<file path="src/rtl/core/stop_bit_integer_encoder_assert.svh">
// Assertion macros shared by the encoder modules.
`ifndef STOP_BIT_INTEGER_ENCODER_ASSERT_SVH
`define STOP_BIT_INTEGER_ENCODER_ASSERT_SVH

`ifndef NO_ASSERTIONS
`define SBE_ASSERT(label, clk, rst_n, prop) \
	label: assert property (@(posedge clk) disable iff (!rst_n) prop) \
		else $error("sbe assertion failed");
`define SBE_ASSERT_MSG(label, clk, rst_n, prop, msg) \
	label: assert property (@(posedge clk) disable iff (!rst_n) prop) \
		else $error(msg);
`else
`define SBE_ASSERT(label, clk, rst_n, prop)
`define SBE_ASSERT_MSG(label, clk, rst_n, prop, msg)
`endif

`endif

</file>
<file path="src/rtl/core/sbe_pkg.sv">
`default_nettype none

package sbe_pkg;

	localparam int VALUE_W    = 64;
	localparam int GROUP_W    = 7;
	localparam int MAX_GROUPS = 10;
	localparam int IDX_W      = $clog2(MAX_GROUPS);
	localparam int EXT_W      = GROUP_W * MAX_GROUPS;

	localparam logic [6:0] GROUP_MASK = 7'h7f;
	localparam logic [7:0] STOP_BIT   = 8'h80;

	typedef struct packed {
		logic [VALUE_W-1:0] value;
		logic               is_signed;
	} sbe_in_t;

	typedef struct packed {
		logic [7:0] out_byte;
		logic       last;
	} sbe_out_t;

	typedef struct packed {
		logic load;
		logic step;
	} sbe_cmd_t;

	typedef struct packed {
		logic idx_zero;
	} sbe_sts_t;

endpackage

`default_nettype wire

</file>
<file path="src/rtl/core/stop_bit_integer_encoder.sv">
// Flow: an accepted request is loaded in IDLE; then each step in BUSY moves one group into the
//   output register, n = 1..10 bytes, one byte per cycle out of the datapath's group selector
//   while the output register is free; the next request is taken while the final
//   byte still waits in the output register.
// Reset: arst_n clears the controller state, the output valid and the group index; value and byte are not reset.
`default_nettype none

module stop_bit_integer_encoder (
	input  wire logic             clk,
	input  wire logic             arst_n,
	input  wire logic             in_valid,
	output logic                  in_stall,
	input  wire sbe_pkg::sbe_in_t in_data,
	output logic                  out_valid,
	input  wire logic             out_stall,
	output sbe_pkg::sbe_out_t     out_data
);
	import sbe_pkg::*;

	sbe_cmd_t cmd;
	sbe_sts_t sts;

	sbe_ctrl u_ctrl (
		.clk       (clk),
		.arst_n    (arst_n),
		.in_valid  (in_valid),
		.in_stall  (in_stall),
		.out_valid (out_valid),
		.out_stall (out_stall),
		.sts       (sts),
		.cmd       (cmd)
	);

	sbe_dp u_dp (
		.clk      (clk),
		.arst_n   (arst_n),
		.in_data  (in_data),
		.cmd      (cmd),
		.sts      (sts),
		.out_data (out_data)
	);
endmodule

`default_nettype wire

</file>
<file path="src/rtl/core/sbe_dp.sv">
`default_nettype none
`include "stop_bit_integer_encoder_assert.svh"

module sbe_dp (
	input  wire logic             clk,
	input  wire logic             arst_n,
	input  wire sbe_pkg::sbe_in_t  in_data,
	input  wire sbe_pkg::sbe_cmd_t cmd,
	output sbe_pkg::sbe_sts_t      sts,
	output sbe_pkg::sbe_out_t      out_data
);
	import sbe_pkg::*;

	logic [VALUE_W-1:0] value_q;
	logic               sgn_q;
	logic [IDX_W-1:0]   idx_q;
	sbe_out_t           out_q;

	logic [IDX_W-1:0]      cnt_m1;
	logic [MAX_GROUPS-1:0] fits;
	logic [EXT_W-1:0]      ext;
	logic [GROUP_W-1:0]    grp;

	// Group n fits when everything above its top bit is pure extension.
	always_comb begin
		logic [VALUE_W-1:0] sh;
		fits   = '0;
		cnt_m1 = IDX_W'(MAX_GROUPS - 1);
		for (int n = 1; n < MAX_GROUPS; n++) begin
			if (in_data.is_signed) begin
				sh      = VALUE_W'($signed(in_data.value) >>> (GROUP_W * n - 1));
				fits[n] = (&sh) | ~(|sh);
			end else begin
				sh      = in_data.value >> (GROUP_W * n);
				fits[n] = ~(|sh);
			end
		end
		for (int n = MAX_GROUPS - 1; n >= 1; n--) begin
			if (fits[n]) begin
				cnt_m1 = IDX_W'(n - 1);
			end
		end
	end

	assign ext = {{(EXT_W - VALUE_W){sgn_q & value_q[VALUE_W-1]}}, value_q};
	assign grp = ext[int'(idx_q) * GROUP_W +: GROUP_W] & GROUP_MASK;

	always_ff @(posedge clk or negedge arst_n) begin
		if (!arst_n) begin
			idx_q <= '0;
		end else if (cmd.load) begin
			idx_q <= cnt_m1;
		end else if (cmd.step && idx_q != '0) begin
			idx_q <= idx_q - IDX_W'(1);
		end
	end

	always_ff @(posedge clk) begin
		if (cmd.load) begin
			value_q <= in_data.value;
			sgn_q   <= in_data.is_signed;
		end
		if (cmd.step) begin
			out_q.out_byte <= (idx_q == '0) ? ({1'b0, grp} | STOP_BIT) : {1'b0, grp};
			out_q.last     <= (idx_q == '0);
		end
	end

	assign sts.idx_zero = (idx_q == '0);
	assign out_data     = out_q;

	`SBE_ASSERT(a_idx_range, clk, arst_n, cmd.load |=> idx_q <= IDX_W'(MAX_GROUPS - 1))
	`SBE_ASSERT(a_last_on_zero, clk, arst_n, cmd.step |=> out_q.last == ($past(idx_q) == '0))
	`SBE_ASSERT_MSG(a_stop_bit, clk, arst_n, cmd.step |=> out_q.out_byte[7] == out_q.last,
		"stop bit disagrees with last flag")
endmodule

`default_nettype wire

</file>
<file path="src/rtl/core/sbe_ctrl.sv">
`default_nettype none
`include "stop_bit_integer_encoder_assert.svh"

module sbe_ctrl (
	input  wire logic              clk,
	input  wire logic              arst_n,
	input  wire logic              in_valid,
	output logic                   in_stall,
	output logic                   out_valid,
	input  wire logic              out_stall,
	input  wire sbe_pkg::sbe_sts_t sts,
	output sbe_pkg::sbe_cmd_t      cmd
);
	import sbe_pkg::*;

	localparam logic IDLE = 1'b0;
	localparam logic BUSY = 1'b1;

	logic state_q;
	logic out_valid_q;
	logic slot_free;

	assign slot_free = !out_valid_q || !out_stall;
	assign in_stall  = (state_q == BUSY);
	assign cmd.load  = in_valid && (state_q == IDLE);
	assign cmd.step  = (state_q == BUSY) && slot_free;
	assign out_valid = out_valid_q;

	always_ff @(posedge clk or negedge arst_n) begin
		if (!arst_n) begin
			state_q     <= IDLE;
			out_valid_q <= 1'b0;
		end else begin
			unique case (state_q)
				IDLE: begin
					if (cmd.load) begin
						state_q <= BUSY;
					end
				end
				BUSY: begin
					// drop back once the final byte moves into the output register
					if (cmd.step && sts.idx_zero) begin
						state_q <= IDLE;
					end
				end
				default: state_q <= IDLE;
			endcase
			if (cmd.step) begin
				out_valid_q <= 1'b1;
			end else if (!out_stall) begin
				out_valid_q <= 1'b0;
			end
		end
	end

	`SBE_ASSERT(a_load_busy, clk, arst_n, cmd.load |=> state_q == BUSY)
	`SBE_ASSERT(a_step_busy, clk, arst_n, cmd.step |-> state_q == BUSY)
	`SBE_ASSERT(a_final_idle, clk, arst_n, (cmd.step && sts.idx_zero) |=> state_q == IDLE)
endmodule

`default_nettype wire

</file>
<file path="config.mk">
export PLATFORM = sky130hd
export DESIGN_NAME = stop_bit_integer_encoder
export DESIGN_NICKNAME = d
export VERILOG_FILES = /design/src/rtl/core/sbe_pkg.sv /design/src/rtl/core/stop_bit_integer_encoder.sv /design/src/rtl/core/sbe_dp.sv /design/src/rtl/core/sbe_ctrl.sv
export VERILOG_INCLUDE_DIRS = /design/src /design/src/rtl/core
export SDC_FILE = /design/constraint.sdc
export NUM_CORES = 1
export LEC_CHECK = 0
export ABC_AREA = 1
export ABC_CLOCK_PERIOD_IN_PS = 5200
export BUFFER_PORTS_ARGS = -buffer_cell sky130_fd_sc_hd__buf_2
export CORE_ASPECT_RATIO = 0.6
export CORE_MARGIN = 8
export CORE_UTILIZATION = 57
export CTS_CLUSTER_DIAMETER = 200
export DETAILED_ROUTE_END_ITERATION = 10
export GPL_TIMING_DRIVEN = 0
export PLACE_DENSITY = 0.81
export SLEW_MARGIN = 5
export SYNTH_ARGS = -nofsm -noshare
export SYNTH_HDL_FRONTEND = slang
export SYNTH_SLANG_ARGS = --single-unit
</file>
<file path="constraint.sdc">
create_clock -name clk -period 5.2 [get_ports clk]
set_clock_uncertainty 0.15 [all_clocks]
set_input_delay 0.26 -clock clk [delete_from_list [all_inputs] [get_ports clk]]
set_output_delay 0.26 -clock clk [all_outputs]
set_load 0.01 [all_outputs]
</file>
* Word-level counts from Yosys, hierarchy flattened
Index checks and enable logic that the tools add are counted.
** Word-level totals
- Input bits :: 69
- Flip-flop bits (word level) :: 80
- Word-level logic and storage cells :: 102
- Output and inout port bits :: 11
** Operators by class
- Multiply operators :: 1
- Multiplexer cells :: 26
- Add/sub/neg operators :: 1
- Equal/unequal tests :: 1
- Reductions and logical operators :: 36
- Bitwise operators :: 29
- Shift-type cells :: 1
** Operators with widths (number)
- 70-bit by 32-bit indexed part select with 7-bit output :: 1
- 58-bit AND reduction :: 1
- 58-bit OR reduction :: 1
- 57-bit OR reduction :: 1
- 51-bit AND reduction :: 1
- 51-bit OR reduction :: 1
- 50-bit OR reduction :: 1
- 44-bit AND reduction :: 1
- 44-bit OR reduction :: 1
- 43-bit OR reduction :: 1
- 4-bit two-way mux :: 10
- 37-bit AND reduction :: 1
- 37-bit OR reduction :: 1
- 36-bit OR reduction :: 1
- 30-bit AND reduction :: 1
- 30-bit OR reduction :: 1
- 29-bit OR reduction :: 1
- 23-bit AND reduction :: 1
- 23-bit OR reduction :: 1
- 22-bit OR reduction :: 1
- 1-bit inverter :: 19
- 16-bit AND reduction :: 1
- 16-bit OR reduction :: 1
- 15-bit OR reduction :: 1
- other kinds (19) :: 44

* Longest topological paths before layout
Gate-level depths: netlist of the first run.
- Depth in word-level cells :: 14
- Gate-level depth with buffers :: 15
- Depth with buffers taken out :: 15

* Cells and area by module
Synthesis of the first run repeated with hierarchy kept, for this count alone.
** Unflattened totals
- Cell total of the unflattened synthesis :: 607
- Area, all modules :: 4759.6 sq um
** By module, submodules not included
- sbe_dp :: times used 1, area each 4674.5 sq um, cells an instance 596
- sbe_ctrl :: times used 1, area each 85.1 sq um, cells an instance 11

* Worst setup path after synthesis of the first run
OpenSTA, ideal clock, no wires.
- Path kind :: register to register
- Start :: register u_ctrl.state_q, in the netlist u_ctrl.in_stall
- End :: register u_dp.idx_q[0]
- Library setup time :: 0.123 ns
- Data arrival time :: 4.250 ns
- Data required time :: 4.927 ns
- Path slack :: 0.677 ns
- Stages on the path, launching flop included :: 7
- Buffers on the path :: 0
- Cell sequence :: dfrtp_1 nor2_1 inv_1 o21ai_1 inv_1 a21oi_1 a21oi_2
** RTL lines
- from (decl) :: RTL line sbe_ctrl.sv:19 : logic state_q;
- from (signal assigned) :: RTL line sbe_ctrl.sv:31 : state_q <= IDLE;
- from (signal assigned) :: RTL line sbe_ctrl.sv:37 : state_q <= BUSY;
- from (signal assigned) :: RTL line sbe_ctrl.sv:43 : state_q <= IDLE;
- to (signal assigned) :: RTL line sbe_dp.sv:52 : idx_q <= cnt_m1;
- to (signal assigned) :: RTL line sbe_dp.sv:54 : idx_q <= idx_q - IDX_W'(1);
- to (decl) :: RTL line sbe_dp.sv:16 : logic [IDX_W-1:0] idx_q;

* Final worst setup path of the first run
- Start :: register u_dp.idx_q[1]
- End :: register u_dp.idx_q[0]
** Between the ends
- Longest elaborated chain between the ends :: 3
** Ends and longest elaborated chain
- 4-bit nonzero test :: RTL line sbe_dp.sv:53 : end else if (cmd.step && idx_q != '0) begin
- 1-bit logical AND :: RTL line sbe_dp.sv:53
- 2-bit nonzero test (no line)
Every way passes these cells.
A chain may end at the register's enable or synchronous reset.

==> results of run 1 <==
cells by family (layout without fill, tap and decap cells):
kind of cell,after synthesis,count (layout)
AO/OA/AOI/OAI,69,69
adder cells (fa/ha/maj),3,3
buffers and inverters,62,175
flip-flops,79,79
AND/OR/NAND/NOR,369,369
cells in the final DEF (no fill, tap or decap), types with 4 or more instances in the layout:
cell           instances
nand2_2                6
clkbuf_1               9
dfrtp_1                6
or2_2                  4
nor3_1                20
o211ai_1               5
a21oi_1                4
nor2_1               133
nand2_1              111
buf_2                 81
o22ai_1                7
nand3_1               48
inv_1                 47
nor2_2                 9
o221ai_1               8
o21ai_0               37
clkbuf_16              9
edfxtp_1              73
dlygate4sd3_1         16
nor2_4                 4
nand4_1               21
cell type report:
class	instances	area share, %
Clock inverter	7	1.38
Inverter	50	3.28
Buffer	12	0.897
Clock buffer	9	3.94
Multi-Input combinational cell	441	36.7
Timing Repair Buffer	97	10.5
Sequential cell	79	40.9
Tap cell	108	2.36
through the flow:
| step | total power [uW] | cell area, um^2 | setup TNS [ps] |
|---|---|---|---|
| 2_1_floorplan | 1160 | 4670 | 0 |
| 3_3_place_gp | 1350 | 5200 | -2740 |
| 3_5_place_dp | 1380 | 5260 | 0 |
| 4_1_cts | 2040 | 5720 | 0 |
| 5_1_grt | 2140 | 5720 | 0 |
| 6_report | 2060 | 5720 | 0 |
repair_timing:
| item | in CTS | in global routing |
|---|---|---|
| hold buffers | 16 | 0 |
| hold endpoints to repair | 21 | 0 |
| setup endpoints to repair | 0 | 0 |
where the power goes:
group	leakage [uW]	switching [uW]	internal (uW)
logic	0.00132	432	200
clock network	0.000151	263	377
registers	0.000728	33.2	758
total	0.00220	727	1340
sequential cells by signal, summed over array words and instances (netlist names):
register / cells
u_ctrl.out_valid: 1
u_ctrl.in_stall: 1
u_dp.idx_q: 4
u_dp.value_q: 64
u_dp.sgn_q: 1
u_dp.out_data: 8
path summary, 6_finish.rpt:
check | from | to | slack (ps) | depth (start not counted)
max | u_dp.idx_q[1] | u_dp.idx_q[0] | 2660 | 9
min in group asynchronous | arst_n | u_dp.idx_q[3] | 120 | 2
max in group asynchronous | arst_n | u_ctrl.in_stall | 4630 | 2
min reg2reg | u_ctrl.out_valid | u_ctrl.out_valid | 360 | 2
min | in_data[26] | u_dp.value_q[25] | 8 | 1
max reg2reg | u_dp.idx_q[1] | u_dp.idx_q[0] | 2660 | 9
worst max-delay path, delay by kind of cell, from the launching register on:
kind            cells  cell delay (ps)
flops               1              530
fa+ha+maj           1              290
compound gates      3              640
simple gates        2              160
buf+inv             3              640
routing by layer:
metal  GRT usage (%)  part of all wire [%]  vias to the layer above
met4            10.1                   2.8                        0
met3            8.52                    13                       49
met2            42.4                    43                      382
met1            37.2                    40                     2272
met5               0                     0                        -
li1                -                     -                     2225
==> results.md, run 1 <==
* Status: complete, no violations
* RSZ-0062 raised after global routing: false
* Max Freq at slightly below 0.4 GHz
* Routed wire per std cell at between 20 and 25 um
* Residual DRC count at 0
* Hold Path Class: in -> reg
* Dpl hpwl at around 12,000 um
* WL final at ~16,000 um
* Final Setup Violations at 0
* Slew @ Worst Pin at just over 600 ps
* Main combinational cell family by area after synthesis: simple AND/OR/NAND/NOR gates
* Seq. cell area at 0.00234 mm^2
* ANT cells at 0
* Final Net Count at roughly 760
* Worst-Skew Late Latency at 340 ps
* Compound-Gate Fraction of Synth Area at 8.81%
* Number of clock sinks at roughly 80
* Seq cells post-synth at 79
* Initial core utilization at roughly three fifths
* Top cell type's share of synthesized area at between 40 and 50%
* Setup Slack @ Placement at 2840 ps
* Drt pass-1 iters at 9
* H-tree Lvls at 3
* TritonCTS Buffers at 9
* Die ar. at 0.0114 mm^2
* Count of input and output buffers at 79
* Synth area leader: edfxtp_1
* Die Y at about 86 um
* Largest stage delay on the critical path at 530 ps
* Power Density at between 300 and 400 mW/mm^2
* Slew Viols, Final at 0
* Synth top cells by count: nor2_1 (134), nand2_1 (111), edfxtp_1 (73)
* Synth warn at 0
* IO Count at 80
* Top cells by area, synth: edfxtp_1 (47%), nor2_1 (11%), nand2_1 (8.9%)
* Largest net degree at the start of global routing at 33
* Core box area at 0.00791 mm^2
* CTS tree: built
* Crit path max-delay cell type: dfrtp_1
* Vias in the first global route at between 4,000 and 5,000
* Post-Synth Adder-Cell Area at 0.803%
* CTS Buffer Depth at 2
* Post-synth EDFFs at between 70 and 80
* Most frequent cell after synthesis: nor2_1
* GRT Residual Overflow at 0
* Smallest setup slack after layout at about 2700 ps
* Pleak at about 0.0022 uW
* Peak VDD IR at approximately 0.17 mV
* Multi-input logic area at 0.00210 mm^2
* Final hold violations at 0
* Worst Path Max Fanout at 10
* Worst path cell trace: inv_1, clkbuf_1, ha_1, nand2_1, nor2_1, o21ai_1, inv_1, a21oi_1, a21oi_2
* Syn Inst Count at 582
* Cts repair resizes at 0
* Synth Area in XOR/XNOR at 0%
* Post-route clock period utilization at ~49%
* Placed insts at 771
* Clock root buffer: clkbuf_16
* CP dominant cell by count: inv_1
* Ys async rst share at approximately 7.6%
* Mean Syn Cell Area at 8.03 um^2
* Number of fill cells in the layout at 601
* Proportion of layout cells with a drive suffix above 1 at a little under a fifth
* Area Overhead vs Synth at 22.5%
* Final Util at between 70 and 80%
* Horiz. Die Dim at roughly 130 um
* Min cycle time layout at 2540 ps
* Top_reg_cell synth: edfxtp_1
* Antenna Nets Post-Route at 0
* Setup bufs post-CTS at 0
* Row cnt at 25
* GRT Total Usage at between 20 and 30%
* Relative slew slack at 59.4%
* CP Capture Type: flip-flop
* Via-to-Cell Ratio at ~6.1
* Mapped cell area at ~0.0047 mm^2
* Final Non-Filler Cells at roughly 800
* First-pass GRT wire length at 24,600 um
* Synth cell types at 36
* WHS at 8.18 ps
* Post-Syn Nets at approximately 650
* Initial DRC Count at ~720
* Simple-Gate Fraction of Synth Area at 35.1%
* Initial antenna violation count at 0
* Sequential fraction of the synthesis area at between 50% and 60%
* Startpoint types: flip-flop
* Worst-path clk slew at 60 ps
* DR vias at a little under 5,000
* CP required at ~5300 ps
* Type of the worst setup path: reg -> reg
* Post-synthesis mux area share at 0%
* Worst EP arrival at around 2600 ps
* Routability cong. at 0.982
* Maximum Capacitance Violations at 0
Note: power is estimated with default switching activity, not from simulation.
==> run 2, diff against run 1 <==
--- a/config.mk
+++ b/config.mk
@@ -7,7 +7,7 @@
 export NUM_CORES = 1
 export LEC_CHECK = 0
 export ABC_AREA = 1
-export ABC_CLOCK_PERIOD_IN_PS = 5200
+export ABC_CLOCK_PERIOD_IN_PS = 2440
 export BUFFER_PORTS_ARGS = -buffer_cell sky130_fd_sc_hd__buf_2
 export CORE_ASPECT_RATIO = 0.6
 export CORE_MARGIN = 8
==> constraint.sdc (replaced) <==
create_clock -name clk -period 2.44 [get_ports clk]
set_clock_uncertainty 0.15 [all_clocks]
set_input_delay 0.122 -clock clk [delete_from_list [all_inputs] [get_ports clk]]
set_output_delay 0.122 -clock clk [all_outputs]
set_load 0.01 [all_outputs]
==> results.md, run 2 (synthesis results as in run 1) <==
* Status: complete, no violations
* DR vias at approximately 5,500
* Slew Viols, Final at 0
* Reg2Reg Setup Slack at approximately 35 ps
* First-pass GRT wire length at ~31,000 um
* Row cnt at 25
* CP dominant cell by count: o21ai_0
* Vias in the first global route at 5,367
* WHS at 13.5 ps
* Core box area at 0.00791 mm^2
* Area Overhead vs Synth at 34.2%
* Final hold violations at 0
* Via-to-Cell Ratio at 6.46
* Largest net degree at the start of global routing at 32
* Clock root buffer: clkbuf_16
* Die ar. at around 0.011 mm^2
* CP required at ~2500 ps
* CTS tree: built
* Crit path max-delay cell type: clkbuf_1
* GRT Residual Overflow at 0
* Final Non-Filler Cells at 857
* Proportion of layout cells with a drive suffix above 1 at 17.8%
* Slew @ Worst Pin at between 600 and 700 ps
* Placed insts at 771
* Initial DRC Count at about 1,000
* Number of clock sinks at 79
* Met3 routed WL at about 3400 um
* Routed wire per std cell at approximately 24 um
* Commonest non-fill, non-tap cell in the layout: nor2_1
* Worst-Skew Late Latency at between 300 and 400 ps
* Max Freq at slightly above 0.4 GHz
* Die Y at ~86 um
* Largest register by flop count: u_dp.value_q
* Horiz. Die Dim at between 100 and 150 um
* TritonCTS Buffers at 9
* Relative slew slack at around 60%
* GRT Total Usage at between 30% and 40%
* Pleak at ~0.0024 uW
* Residual DRC count at 0
* Worst EP arrival at ~2500 ps
* Worst path cell trace: buf_2, clkbuf_1, o21ai_0, o221ai_1, o21ai_0, o22ai_1
* Dpl hpwl at between 10,000 and 15,000 um
* Count of input and output buffers at between 70 and 80
* Largest stage delay on the critical path at between 400 and 500 ps
* Antenna Nets Post-Route at 0
* Design area at 0.00627 mm^2
* Post-route clock period utilization at between 90% and 100%
* IO Count at 80
* Worst-path clk slew at about 70 ps
* Post-DP Area at between 0.005 and 0.006 mm^2
* Type of the worst setup path: reg -> reg
* Final Net Count at 815
* Max FFs per register at 64
* CP Capture Type: flip-flop
* Initial antenna violation count at 2
* Post-Route M1 WL at about 7000 um
* Peak VDD IR at about 0.45 mV
* Maximum Capacitance Violations at 0
* Setup Slack @ Placement at a little over 80 ps
* Initial core utilization at 59.0%
* H-tree Lvls at 3
* Top routing layer used: met5
* Min cycle time layout at roughly 2400 ps
* WL final at a little over 20,000 um
* Power Density at approximately 770 mW/mm^2
* Routability cong. at ~0.97
* Final Setup Violations at 0
* Smallest setup slack after layout at 35.1 ps
* Worst Path Max Fanout at 10
* Drt pass-1 iters at 7
* Met2 routed WL at 8880 um
* Startpoint types: flip-flop
* Hold Path Class: in -> reg
* Number of fill cells in the layout at around 490
* CTS Buffer Depth at 2
* Most frequent cells in the layout: nor2_1 (133), nand2_1 (111), buf_2 (82), edfxtp_1 (73), dlygate4sd3_1 (68)
-- run 2: cell count changes in the layout (fill, tap and decap cells not counted), moves of 2 or more --
cell           delta
clkbuf_1          -2
buf_4             +2
dlygate4sd3_1    +52
clkinvlp_4        +2
-- run 2: area by class of cell --
class	count	area [um^2]	share of cell area, %
tap	108	135	2.16
multi-input combinational	441	2110	33.6
sequential	79	2340	37.4
clock inverter	7	80.1	1.28
clock buffer	9	225	3.59
buffer	11	48.8	0.778
inverter	50	191	3.05
timing repair buffer	151	1140	18.2
antenna	1	2.50	0.0399
-- run 2: final timing paths --
check / cells after the start / endpoint / from
worst max-delay path: 6 / u_dp.out_data[6] / u_dp.idx_q[0]
worst min-delay path: 3 / u_ctrl.in_stall / in_valid
worst max register to register: 6 / u_dp.out_data[6] / u_dp.idx_q[0]
worst min register to register: 2 / u_ctrl.out_valid / u_ctrl.out_valid
max in group asynchronous: 3 / u_dp.idx_q[0] / arst_n
min in group asynchronous: 3 / u_ctrl.out_valid / arst_n
-- run 2: critical path, delay by kind of cell, from the launching register on --
kind                   cells  cell delay, ps
AOI/OAI and AO/OA          4             990
buffers and inverters      2             720
DFF                        1             390
-- run 2: per-stage QoR --
stage	setup TNS (ps)	total power [uW]	util, %
final	0	4800	79.2
after global routing	-19.3	4880	79.2
after CTS	0	4490	78.9
after detailed placement	0	2970	66.5
after global placement	-1690	2880	65.9
after floorplan	0	2470	-
-- run 2: routing by layer --
metal | up-vias | GRT usage [%]
met5 | - | 0
met4 | 2 | 19.0
met3 | 141 | 12.9
met2 | 588 | 54.8
met1 | 2464 | 41.8
li1 | 2338 | -
-- run 2: power breakdown --
part | switching [uW] | internal [uW]
sequential | 94.2 | 1620
combinational | 1140 | 510
clock | 634 | 809
-- run 2: timing repair --
action / CTS / global route
gates resized for setup: 0 / 5
endpoints found under the hold margin: 72 / 0
endpoints found under the setup margin: 1 / 4
gates cloned: 0 / 0
buffers inserted: 0 / 2
hold buffers: 68 / 0
